===== config.mk =====
export PLATFORM = sky130hd
export DESIGN_NAME = note_table_step_sequencer_core_flat
export DESIGN_NICKNAME = d
export VERILOG_FILES = /design/src/rtl/nts_pkg.sv /design/src/rtl/nts_channels.sv /design/src/rtl/note_table_step_sequencer_core.sv /design/src/rtl/nts_note_mem.sv /design/src/flat_wrapper.sv
export SDC_FILE = /design/constraint.sdc
export NUM_CORES = 2
export LEC_CHECK = 0
export ABC_AREA = 0
export BUFFER_PORTS_ARGS = -buffer_cell sky130_fd_sc_hd__buf_2
export CORE_AREA = 2 2 565 567
export CTS_BUF_LIST = sky130_fd_sc_hd__clkbuf_2
export CTS_CLUSTER_SIZE = 30
export DETAILED_ROUTE_END_ITERATION = 12
export DIE_AREA = 0 0 567 569
export HOLD_SLACK_MARGIN = 0.03
export MAX_ROUTING_LAYER = met4
export PLACE_DENSITY = 0.63
export SETUP_SLACK_MARGIN = 0.15
export SLEW_MARGIN = 20
export SYNTH_ARGS = -nofsm -noshare
export SYNTH_HDL_FRONTEND = slang
export SYNTH_SLANG_ARGS = --single-unit

===== constraint.sdc =====
create_clock -name clk -period 16.3 [get_ports clk]
set_input_delay 0.815 -clock clk [delete_from_list [all_inputs] [get_ports clk]]
set_output_delay 0.815 -clock clk [all_outputs]
set_load 0.01 [all_outputs]

===== src/rtl/nts_pkg.sv =====
// shared types and constants for the note table step sequencer
// no dependencies; used by the channel interfaces, the note memory and the top level
package nts_pkg;

  localparam int NOTE_DEPTH_DEF = 64;

  localparam int PITCH_W  = 7;
  localparam int LENGTH_W = 32;
  localparam int AMP_W    = 15;
  localparam int LEVEL_W  = 16;
  localparam int STEP_W   = 24;
  localparam int GAIN_W   = 16;
  localparam int CMD_W    = 2;
  localparam int CFG_IDX_W  = 2;
  localparam int CFG_DATA_W = 24;

  localparam logic [CMD_W-1:0] CMD_TICK    = 2'd0;
  localparam logic [CMD_W-1:0] CMD_ADD     = 2'd1;
  localparam logic [CMD_W-1:0] CMD_RESTART = 2'd2;
  localparam logic [CMD_W-1:0] CMD_CLEAR   = 2'd3;

  localparam logic [CFG_IDX_W-1:0] REG_TICK_STEP   = 2'd0;
  localparam logic [CFG_IDX_W-1:0] REG_MASTER_GAIN = 2'd1;

  localparam logic [STEP_W-1:0] TICK_STEP_RST   = 24'd350;
  localparam logic [GAIN_W-1:0] MASTER_GAIN_RST = 16'd4915;

  typedef struct packed {
    logic [PITCH_W-1:0]  pitch;
    logic [LENGTH_W-1:0] length;
    logic [AMP_W-1:0]    amp;
  } note_t;

endpackage


===== src/rtl/nts_channels.sv =====
// valid/ready channel interfaces: command words in, result words out, register writes
// depends on nts_pkg for field widths
interface nts_req_if;
  logic                                 valid;
  logic                                 ready;
  logic [nts_pkg::CMD_W-1:0]            command;
  logic [nts_pkg::PITCH_W-1:0]          note_pitch;
  logic [nts_pkg::LENGTH_W-1:0]         note_length;
  logic [nts_pkg::AMP_W-1:0]            note_amplitude;
  modport source (output valid, command, note_pitch, note_length, note_amplitude,
                  input ready);
  modport sink (input valid, command, note_pitch, note_length, note_amplitude,
                output ready);
endinterface

interface nts_rsp_if;
  logic                                 valid;
  logic                                 ready;
  logic [nts_pkg::PITCH_W-1:0]          pitch_out;
  logic signed [nts_pkg::LEVEL_W-1:0]   level_out;
  logic                                 sounding;
  modport source (output valid, pitch_out, level_out, sounding, input ready);
  modport sink (input valid, pitch_out, level_out, sounding, output ready);
endinterface

interface nts_cfg_if;
  logic                                 valid;
  logic                                 ready;
  logic [nts_pkg::CFG_IDX_W-1:0]        index;
  logic [nts_pkg::CFG_DATA_W-1:0]       data;
  modport source (output valid, index, data, input ready);
  modport sink (input valid, index, data, output ready);
endinterface


===== src/rtl/note_table_step_sequencer_core.sv =====
// top level of the note table step sequencer: command decode, table walk, level scaling
// depends on nts_pkg, the channel interfaces and nts_note_mem
//
//   channel | dir | word
//   req     | in  | command, note_pitch, note_length, note_amplitude
//   rsp     | out | pitch_out, level_out, sounding (one word per tick command)
//   cfg     | in  | index, data (0 tick_step, 1 master_gain)
//
// add, restart and clear give no word
// a tick walks the table from entry 0 to the first note that holds the time, scales
// that note's amplitude by master_gain if there is one, then gives its word; the walk
// reads one table entry per cycle from the memory port
// a finished word waits in the output register; the next command is taken meanwhile,
// and a following tick stalls only at its own delivery
// rst is synchronous: it clears count, play time and held pitch and resets the registers;
// the table itself is not cleared
module note_table_step_sequencer_core #(
  parameter int NOTE_DEPTH = nts_pkg::NOTE_DEPTH_DEF
) (
  input  logic          clk,
  input  logic          rst,
  nts_req_if.sink       req,
  nts_rsp_if.source     rsp,
  nts_cfg_if.sink       cfg
);

  localparam int AW = (NOTE_DEPTH > 1) ? $clog2(NOTE_DEPTH) : 1;
  localparam int CW = $clog2(NOTE_DEPTH + 1);
  localparam int SW = nts_pkg::LENGTH_W + CW;

  localparam logic [1:0] S_IDLE  = 2'd0;
  localparam logic [1:0] S_WALK  = 2'd1;
  localparam logic [1:0] S_SCALE = 2'd2;
  localparam logic [1:0] S_DONE  = 2'd3;

  logic [1:0]                          state;
  logic [CW-1:0]                       note_count;
  logic [nts_pkg::LENGTH_W-1:0]        play_time;
  logic [nts_pkg::PITCH_W-1:0]         held_pitch;
  logic [nts_pkg::STEP_W-1:0]          tick_step;
  logic signed [nts_pkg::GAIN_W-1:0]   master_gain;

  logic [CW-1:0]                       issue_idx;
  logic                                pend;
  logic [SW-1:0]                       start;
  logic                                hit;
  logic [nts_pkg::AMP_W-1:0]           hit_amp;
  logic signed [30:0]                  prod;

  nts_pkg::note_t                      wr_note;
  nts_pkg::note_t                      rd_note;
  logic                                mem_we;

  logic                                req_fire;
  logic                                out_free;
  logic [nts_pkg::LENGTH_W:0]          time_sum;
  logic [SW-1:0]                       span_end;
  logic                                issue_ok;
  logic                                span_hit;
  logic signed [31:0]                  prod_full;
  logic signed [31:0]                  prod_rnd;
  logic signed [17:0]                  level_wide;
  logic signed [nts_pkg::LEVEL_W-1:0]  level_sat;

  assign req.ready = (state == S_IDLE);
  assign cfg.ready = 1'b1;
  assign req_fire  = req.valid && req.ready;
  assign out_free  = !rsp.valid || rsp.ready;

  assign wr_note.pitch  = req.note_pitch;
  assign wr_note.length = req.note_length;
  assign wr_note.amp    = req.note_amplitude;
  assign mem_we = req_fire && (req.command == nts_pkg::CMD_ADD)
                  && (note_count < CW'(NOTE_DEPTH));

  nts_note_mem #(
    .DEPTH (NOTE_DEPTH),
    .AW    (AW)
  ) u_mem (
    .clk   (clk),
    .we    (mem_we),
    .waddr (note_count[AW-1:0]),
    .wdata (wr_note),
    .raddr (issue_idx[AW-1:0]),
    .rdata (rd_note)
  );

  assign time_sum = {1'b0, play_time} + {{(nts_pkg::LENGTH_W - nts_pkg::STEP_W + 1){1'b0}},
                                         tick_step};
  assign issue_ok = issue_idx < note_count;
  assign span_end = start + {{CW{1'b0}}, rd_note.length};
  // start never passes the time while walking, so only the end needs a compare
  assign span_hit = pend && (span_end > {{CW{1'b0}}, play_time});

  assign prod_full  = $signed({1'b0, hit_amp}) * master_gain;
  assign prod_rnd   = {prod[30], prod} + 32'sd8192;
  assign level_wide = prod_rnd[31:14];

  always_comb begin
    if (level_wide > 18'sd32767) begin
      level_sat = 16'sh7fff;
    end else if (level_wide < -18'sd32768) begin
      level_sat = -16'sh8000;
    end else begin
      level_sat = level_wide[15:0];
    end
  end

  always_ff @(posedge clk) begin
    if (rst) begin
      tick_step   <= nts_pkg::TICK_STEP_RST;
      master_gain <= nts_pkg::MASTER_GAIN_RST;
    end else if (cfg.valid && cfg.ready) begin
      unique case (cfg.index)
        nts_pkg::REG_TICK_STEP:   tick_step   <= cfg.data[nts_pkg::STEP_W-1:0];
        nts_pkg::REG_MASTER_GAIN: master_gain <= cfg.data[nts_pkg::GAIN_W-1:0];
        default: ;
      endcase
    end
  end

  always_ff @(posedge clk) begin
    if (rst) begin
      state      <= S_IDLE;
      note_count <= '0;
      play_time  <= '0;
      held_pitch <= '0;
      pend       <= 1'b0;
      hit        <= 1'b0;
      rsp.valid  <= 1'b0;
    end else begin
      // a new word loaded in the done state replaces the one taken this cycle
      if (rsp.valid && rsp.ready && (state != S_DONE)) begin
        rsp.valid <= 1'b0;
      end
      unique case (state)
        S_IDLE: begin
          if (req_fire) begin
            unique case (req.command)
              nts_pkg::CMD_TICK: begin
                // saturate the play time at the top of its range
                play_time <= time_sum[nts_pkg::LENGTH_W] ? '1
                                                         : time_sum[nts_pkg::LENGTH_W-1:0];
                issue_idx <= '0;
                start     <= '0;
                pend      <= 1'b0;
                hit       <= 1'b0;
                state     <= S_WALK;
              end
              nts_pkg::CMD_ADD: begin
                if (mem_we) begin
                  note_count <= note_count + 1'b1;
                end
              end
              nts_pkg::CMD_RESTART: play_time <= '0;
              nts_pkg::CMD_CLEAR: begin
                play_time  <= '0;
                note_count <= '0;
              end
              default: ;
            endcase
          end
        end
        S_WALK: begin
          if (span_hit) begin
            held_pitch <= rd_note.pitch;
            hit_amp    <= rd_note.amp;
            hit        <= 1'b1;
            pend       <= 1'b0;
            state      <= S_SCALE;
          end else begin
            if (pend) begin
              start <= span_end;
            end
            // read of the next entry overlaps the check of the current one
            if (issue_ok) begin
              issue_idx <= issue_idx + 1'b1;
              pend      <= 1'b1;
            end else begin
              pend <= 1'b0;
              if (!pend) begin
                state <= S_DONE;
              end
            end
          end
        end
        S_SCALE: begin
          prod  <= prod_full[30:0];
          state <= S_DONE;
        end
        S_DONE: begin
          if (out_free) begin
            rsp.valid     <= 1'b1;
            rsp.pitch_out <= held_pitch;
            rsp.level_out <= hit ? level_sat : '0;
            rsp.sounding  <= hit;
            state         <= S_IDLE;
          end
        end
        default: state <= S_IDLE;
      endcase
    end
  end

  assert property (@(posedge clk) disable iff (rst) note_count <= CW'(NOTE_DEPTH))
    else $error("note count beyond table depth");

  assert property (@(posedge clk) disable iff (rst)
    (state == S_WALK) |-> (issue_idx <= note_count))
    else $error("table walk past the valid entries");

  assert property (@(posedge clk) disable iff (rst)
    rsp.valid && !rsp.sounding |-> (rsp.level_out == '0))
    else $error("silent word with nonzero level");

  assert property (@(posedge clk) disable iff (rst)
    req_fire && (req.command == nts_pkg::CMD_TICK) |=> !req.ready)
    else $error("tick did not start a walk");

endmodule


===== src/rtl/nts_note_mem.sv =====
// note table storage: one write port, one read port with registered read data
// depends on nts_pkg for the note entry type
module nts_note_mem #(
  parameter int DEPTH = nts_pkg::NOTE_DEPTH_DEF,
  parameter int AW    = (DEPTH > 1) ? $clog2(DEPTH) : 1
) (
  input  logic           clk,
  input  logic           we,
  input  logic [AW-1:0]  waddr,
  input  nts_pkg::note_t wdata,
  input  logic [AW-1:0]  raddr,
  output nts_pkg::note_t rdata
);

  nts_pkg::note_t mem [DEPTH];

  always_ff @(posedge clk) begin
    if (we) begin
      mem[waddr] <= wdata;
    end
    rdata <= mem[raddr];
  end

endmodule

===== src/flat_wrapper.sv =====
// flat-port wrapper written by rule: the top's interface ports become plain ports
module note_table_step_sequencer_core_flat 
#(
  parameter int NOTE_DEPTH = nts_pkg::NOTE_DEPTH_DEF
)
  (clk, rst, req_valid, req_command, req_note_pitch, req_note_length, req_note_amplitude, req_ready, rsp_valid, rsp_pitch_out, rsp_level_out, rsp_sounding, rsp_ready, cfg_valid, cfg_index, cfg_data, cfg_ready);
  nts_req_if req_i ();
  nts_rsp_if rsp_i ();
  nts_cfg_if cfg_i ();
  input  logic clk;
  input  logic rst;
  input wire logic [$bits(req_i.valid)-1:0] req_valid;
  input wire logic [$bits(req_i.command)-1:0] req_command;
  input wire logic [$bits(req_i.note_pitch)-1:0] req_note_pitch;
  input wire logic [$bits(req_i.note_length)-1:0] req_note_length;
  input wire logic [$bits(req_i.note_amplitude)-1:0] req_note_amplitude;
  output wire logic [$bits(req_i.ready)-1:0] req_ready;
  output wire logic [$bits(rsp_i.valid)-1:0] rsp_valid;
  output wire logic [$bits(rsp_i.pitch_out)-1:0] rsp_pitch_out;
  output wire logic [$bits(rsp_i.level_out)-1:0] rsp_level_out;
  output wire logic [$bits(rsp_i.sounding)-1:0] rsp_sounding;
  input wire logic [$bits(rsp_i.ready)-1:0] rsp_ready;
  input wire logic [$bits(cfg_i.valid)-1:0] cfg_valid;
  input wire logic [$bits(cfg_i.index)-1:0] cfg_index;
  input wire logic [$bits(cfg_i.data)-1:0] cfg_data;
  output wire logic [$bits(cfg_i.ready)-1:0] cfg_ready;
  assign req_i.valid = req_valid;
  assign req_i.command = req_command;
  assign req_i.note_pitch = req_note_pitch;
  assign req_i.note_length = req_note_length;
  assign req_i.note_amplitude = req_note_amplitude;
  assign req_ready = req_i.ready;
  assign rsp_valid = rsp_i.valid;
  assign rsp_pitch_out = rsp_i.pitch_out;
  assign rsp_level_out = rsp_i.level_out;
  assign rsp_sounding = rsp_i.sounding;
  assign rsp_i.ready = rsp_ready;
  assign cfg_i.valid = cfg_valid;
  assign cfg_i.index = cfg_index;
  assign cfg_i.data = cfg_data;
  assign cfg_ready = cfg_i.ready;
  note_table_step_sequencer_core #(.NOTE_DEPTH(NOTE_DEPTH)) u_core (.clk(clk), .rst(rst), .req(req_i), .rsp(rsp_i), .cfg(cfg_i));
endmodule

Word level (Yosys, flattened, before mapping)
Memories as Yosys holds them, arrays and structs flattened. A register that Yosys moved wholly into a read port is not among the register bits. Index checks and enable logic that the tools add are counted.

Bitwise operators: 2. Magnitude comparators: 5. Equal/unequal tests: 18. Multiplexer cells: 35. $mul: 1. $add $sub $neg: 5. Reduce and logical (&&, ||, !) cells: 29.

Operators by type and width (number): 39-bit 2-to-1 mux (4); 39-bit case mux with 2 select lines (1); 32-bit case mux with 2 select lines (1); 39-bit by 32-bit adder with 39-bit output (1); 39-bit by 32-bit > comparator with 1-bit output (1); 7-bit 2-to-1 mux (5); 32-bit by 24-bit adder with 33-bit output (1); 31-bit by 15-bit adder with 32-bit output, second input constant (1); 32-bit 2-to-1 mux (1); 16-bit by 16-bit multiplier with 31-bit output (1); 7-bit case mux with 2 select lines (2); 18-bit by 16-bit > comparator with 1-bit output, second input constant (1); 18-bit by 16-bit less-than comparator with 1-bit output, second input constant (1); 16-bit 2-to-1 mux (1); 15-bit 2-to-1 mux (1); 7-bit by 1-bit adder with 7-bit output, second input constant (2); 2-bit 2-to-1 mux (6); 3-bit AND reduction (4); 6-bit AND reduction (2); 1-bit 2-to-1 mux (10); 2-bit by 1-bit inequality test with 1-bit output, second input constant (5); 2-bit == test, second input constant (4); 2-bit inequality test, second input constant (4); 2-bit case mux with 4 select lines (1); other kinds (15) (34).

RAM bits: 3456. Logic and storage cells: 113. Output and inout port bits: 27. Input port bits: 87. Register bits: 207. Memories kept: 1.

Memory list: u_core.u_mem.mem (depth 64, bits a word 54, read ports 1, clocked after memory_dff 1, write ports 1, line nts_note_mem.sv:15) `nts_pkg::note_t mem [DEPTH];`.

Longest topological paths before layout
Depth in word-level cells: 6. Gate-level depth with buffers: 24. Gate-level depth less buffers: 23.

By module
A second synthesis with hierarchy kept.

Cells, all modules: 7645. Area total of the unflattened synthesis: 151631.7 sq um.

Modules (own cells, without submodules): nts_note_mem (area an instance 132140.5 sq um, seq. area each 104860.6 sq um, cells an instance 5494, times used 1); note_table_step_sequencer_core (area an instance 19491.2 sq um, seq. area each 4914.7 sq um, cells an instance 2151, times used 1).

Worst setup path before layout
No wires, ideal clock.

Path kind: register to register. Start: reg u_core.start[1]. End: reg u_core.start[0] (enable). Data required time: 15.816 ns. Period minus slack after synthesis: 7.750 ns. Stages on the path, launching flop included: 23. Arrival: 7.266 ns. Setup time: 0.484 ns. Buffers on the path: 1. Setup slack: 8.550 ns. Cell sequence: edfxtp_1 > ha_1 > a211oi_1 > o21bai_1 > o21ai_0 > nand2_1 > a32oi_1 > o21ai_0 > a21oi_1 > o21bai_1 > xor2_1 > ha_1 > and3_1 > a221o_1 > a221o_1 > a211oi_2 > o211a_1 > a21oi_1 > a2111oi_2 > and4_1 > buf_6 > a21oi_1 > nor3_1.

Word-level cells in the longest chain between the ends: 5.

RTL lines: start, declared (line note_table_step_sequencer_core.sv:45) `logic [SW-1:0] start;`; start signal, assigned (line note_table_step_sequencer_core.sv:173) `start <= span_end;`; 39-bit by 32-bit adder with 39-bit output (line note_table_step_sequencer_core.sv:91) `assign span_end = start + {{CW{1'b0}}, rd_note.length};`; via u_core.span_end[27] (line note_table_step_sequencer_core.sv:57) `logic [SW-1:0] span_end;`; 39-bit by 32-bit > comparator with 1-bit output (line note_table_step_sequencer_core.sv:93) `assign span_hit = pend && (span_end > {{CW{1'b0}}, play_time});`; 1-bit logical AND (line note_table_step_sequencer_core.sv:93); 2-bit inequality test (no line); 6-bit AND reduction (no line).

The timed path passes the listed nets, and every way through them passes these cells. A chain may end at the register's enable or synchronous reset.

Worst setup path in the final report
Start: reg u_core.start[1]. End: reg u_core.start[17] (enable).

Same word-level chain as after synthesis.

==> impl_metrics.ini <==
[clocking]
cts-root-buf = clkbuf_2
cts_sinks = 3704
ctsResizeCount = 0
clockBufferDepth = 4
post-cts-setup-buffers = 0
clk_latency_ns = 2.27
htree_levels = 6
cts_hold_buf = 349
cts.clk_slew.worst_paths_ns = 0.10
cts_buffers = 899
cts_tree = built

[critical_path]
critPathMaxFanout = 39
worstPathRequired_ns = 18.13
crit_path_end_kind = flip-flop
cp.arrival_ns = 8.61
cp-start-kind = flip-flop
path_class = reg -> reg

[logic_synthesis]
yosysMostFrequentCell = edfxtp_1
synth_area_leader_cell = edfxtp_1
yosys.area_share.simple = 0.0247
synth-seq-area-share = 0.726
yosysWarnings = 0
synth_cells = 7117
avgSynthCellArea_um2 = 21.2
synth_area_um2 = 151000
synth_compound_gate_area_share = 0.0169
synth_xor_xnor_area_share = 0.00544
ys_ff_latch = 3704
synth_top_family_by_area = multiplexers
synthMuxAreaShare = 0.170
synth_enable_flop_cells = 3559
synthTopCellsByArea = edfxtp_1 (71%), mux4_2 (17%), fa_1 (2.4%)
syn-num-nets = 7599
async_reset_ff_frac = 0
ys_types = 83
ys.flop_type = edfxtp_1
yosys-top-cells-count = edfxtp_1 (3559), mux4_2 (1134), inv_1 (291), nand2_1 (282), clkbuf_1 (243)
yosys.area.top_type_share = 0.707
synthAdderAreaFrac = 0.0417

[job]
cap_violations = 0

[floorplanning]
dieHeight_um = 569
core_area_um2 = 317000
chipWidth_um = 567
ios = 114
rows = 207
start_util = 0.477
die_area_um2 = 323000

[route]
drtIter0Drc = 9702
drcViolationCount = 0
wl_met1_um = 161000
dr.pass1.iters = 6
ant_nets = 0
wirelength_um = 405000
route.met3.wl_um = 38600
via_per_inst = 5.98
wire_per_inst_um = 30.6
vias = 79100
highest-signal-layer = met4
wl_met2_um = 195000

[global_routing]
grt_max_degree = 136
grt_remaining_overflow = 0
grt_pass1_vias = 81000
grt_pass1_wl_um = 577000
track_usage = 0.259
antenna_found_initial = 36

[hold_path]
holdCritPathClass = in -> reg

[timing]
finalClockSkew_ns = 0.194
max-slew-margin-rel = 0.212
worstMarginPinSlew_ns = 1.18
fin_crit_ns = 6.78
tns_ns = 0
fmax_mhz = 147
slew_violations = 0
rsz0062_at_grt = no
period_share = 0.416
hold_viol_final = 0
setup_viol_count_final = 0

[layout]
areaGrowthSynthToFinish_pct = 12.5
fin_util = 0.537
fillers = 24800
final_layout_size_suffix_gt1_frac = 0.327
nNetsFinal = 8810
seqCellArea_um2 = 110000
multiInputGateArea_um2 = 39600

[place]
hpwlAfterDp_um = 217000
gp_congestion = 0.841
port_buffers = 112

[power]
irDropWorstVdd_uv = 67.1
power_density_nw_per_um2 = 111
leakagePower_nw = 56.8

[status]
status = complete, no violations
==> placed cells by master (no fill, tap or decap), drive strengths merged, types with 7 or more instances in the layout <==
| master | n |
|---|---|
| edfxtp | 3559 |
| clkbuf | 1285 |
| mux4 | 1134 |
| buf | 344 |
| inv | 320 |
| dlygate4sd3 | 294 |
| nand2 | 282 |
| clkinv | 247 |
| ha | 214 |
| fa | 181 |
| and2 | 156 |
| nor2 | 154 |
| dfxtp | 145 |
| a21oi | 127 |
| o21ai | 89 |
| xnor2 | 60 |
| a21o | 45 |
| nand3 | 41 |
| diode | 40 |
| xor2 | 34 |
| nand2b | 31 |
| o21a | 21 |
| nor2b | 20 |
| and3 | 16 |
| a211oi | 15 |
| nand4 | 14 |
| nand3b | 14 |
| bufinv | 14 |
| mux2i | 13 |
| nor3 | 13 |
| o21bai | 12 |
| a31oi | 10 |
| clkinvlp | 8 |
| o31ai | 8 |
| or3 | 7 |
==> critical path, stage by stage, from the launching register on <==
cell,delay (ns)
edfxtp_1,0.43
ha_1,0.31
a211oi_1,0.26
o21bai_1,0.17
o21ai_0,0.46
nand2_1,0.12
a32oi_1,0.50
o21ai_0,0.29
a21oi_1,0.23
o21bai_1,0.09
xor2_1,0.20
ha_1,0.28
and3_1,0.19
a221o_1,0.32
a221o_1,0.39
a211oi_2,0.20
o211a_1,0.16
a21oi_1,0.07
a2111oi_2,0.34
and4_1,0.59
a21oi_1,0.16
nor3_2,0.12
buf_4,0.48
==> power breakdown <==
group          switching [mW]  internal [mW]  leakage [nW]
combinational            1.31           1.03          17.5
clock                    3.67           2.36          6.14
sequential             0.0635           10.5          33.1
==> path summary, 6_finish.rpt <==
check                              from                       end  slack [ns]  cells after the start
setup / recovery        u_core.start[1]          u_core.start[17]        9.52                     22
hold / removal      req_note_length[20]  u_core.u_mem.mem[23][35]        0.27                      4
setup reg to reg        u_core.start[1]          u_core.start[17]        9.52                     22
hold reg to reg   u_core.u_mem.rdata[3]         u_core.hit_amp[3]        0.41                      0
==> through the flow <==
stage	setup slack (ns)	power, mW	cells	area, µm²	hold WS, ns
2_1_floorplan	8.55	12.3	7117	151000	0.386
3_3_place_gp	9.65	13.0	11300	158000	0.394
3_5_place_dp	9.58	13.1	11300	158000	0.390
4_1_cts	9.50	19.1	13200	170000	0.0347
5_1_grt	9.06	19.8	13200	170000	0.130
6_report	9.52	19.0	13200	170000	0.274
==> kinds of logic after synthesis <==
logic type	Yosys count
xor+xnor	94
mux	1147
fa+ha+maj	395
compound gates	385
flops	3704
simple gates	771
buf+inv	620
other cells	1
==> per-layer routing <==
layer | up-vias | global-route usage
met5 | - | -
li1 | 32200 | -
met1 | 42200 | 0.351
met2 | 4135 | 0.401
met4 | 0 | 0.0714
met3 | 656 | 0.0560
==> area by class of cell <==
type                       count  share of cell area
antenna                       40            0.000588
clock buffer                1285              0.0378
clock inverter               297             0.00978
inverter                     292             0.00644
multi-input combinational   2793               0.233
sequential                  3704               0.645
tap                         4180              0.0307
timing repair buffer         638              0.0366
==> registers in the layout, indices dropped and copies added (netlist names) <==
register              flops
u_core.held_pitch         7
u_core.hit                1
u_core.hit_amp           15
u_core.issue_idx          7
u_core.master_gain       16
u_core.note_count         7
u_core.pend               1
u_core.play_time         32
u_core.prod              18
u_core.rsp.level_out     16
u_core.rsp.pitch_out      7
u_core.rsp.sounding       1
u_core.rsp.valid          1
u_core.start             39
u_core.state              2
u_core.tick_step         24
u_core.u_mem.mem       3456
u_core.u_mem.rdata       54
No activity file was read; power rests on OpenSTA's default activity.
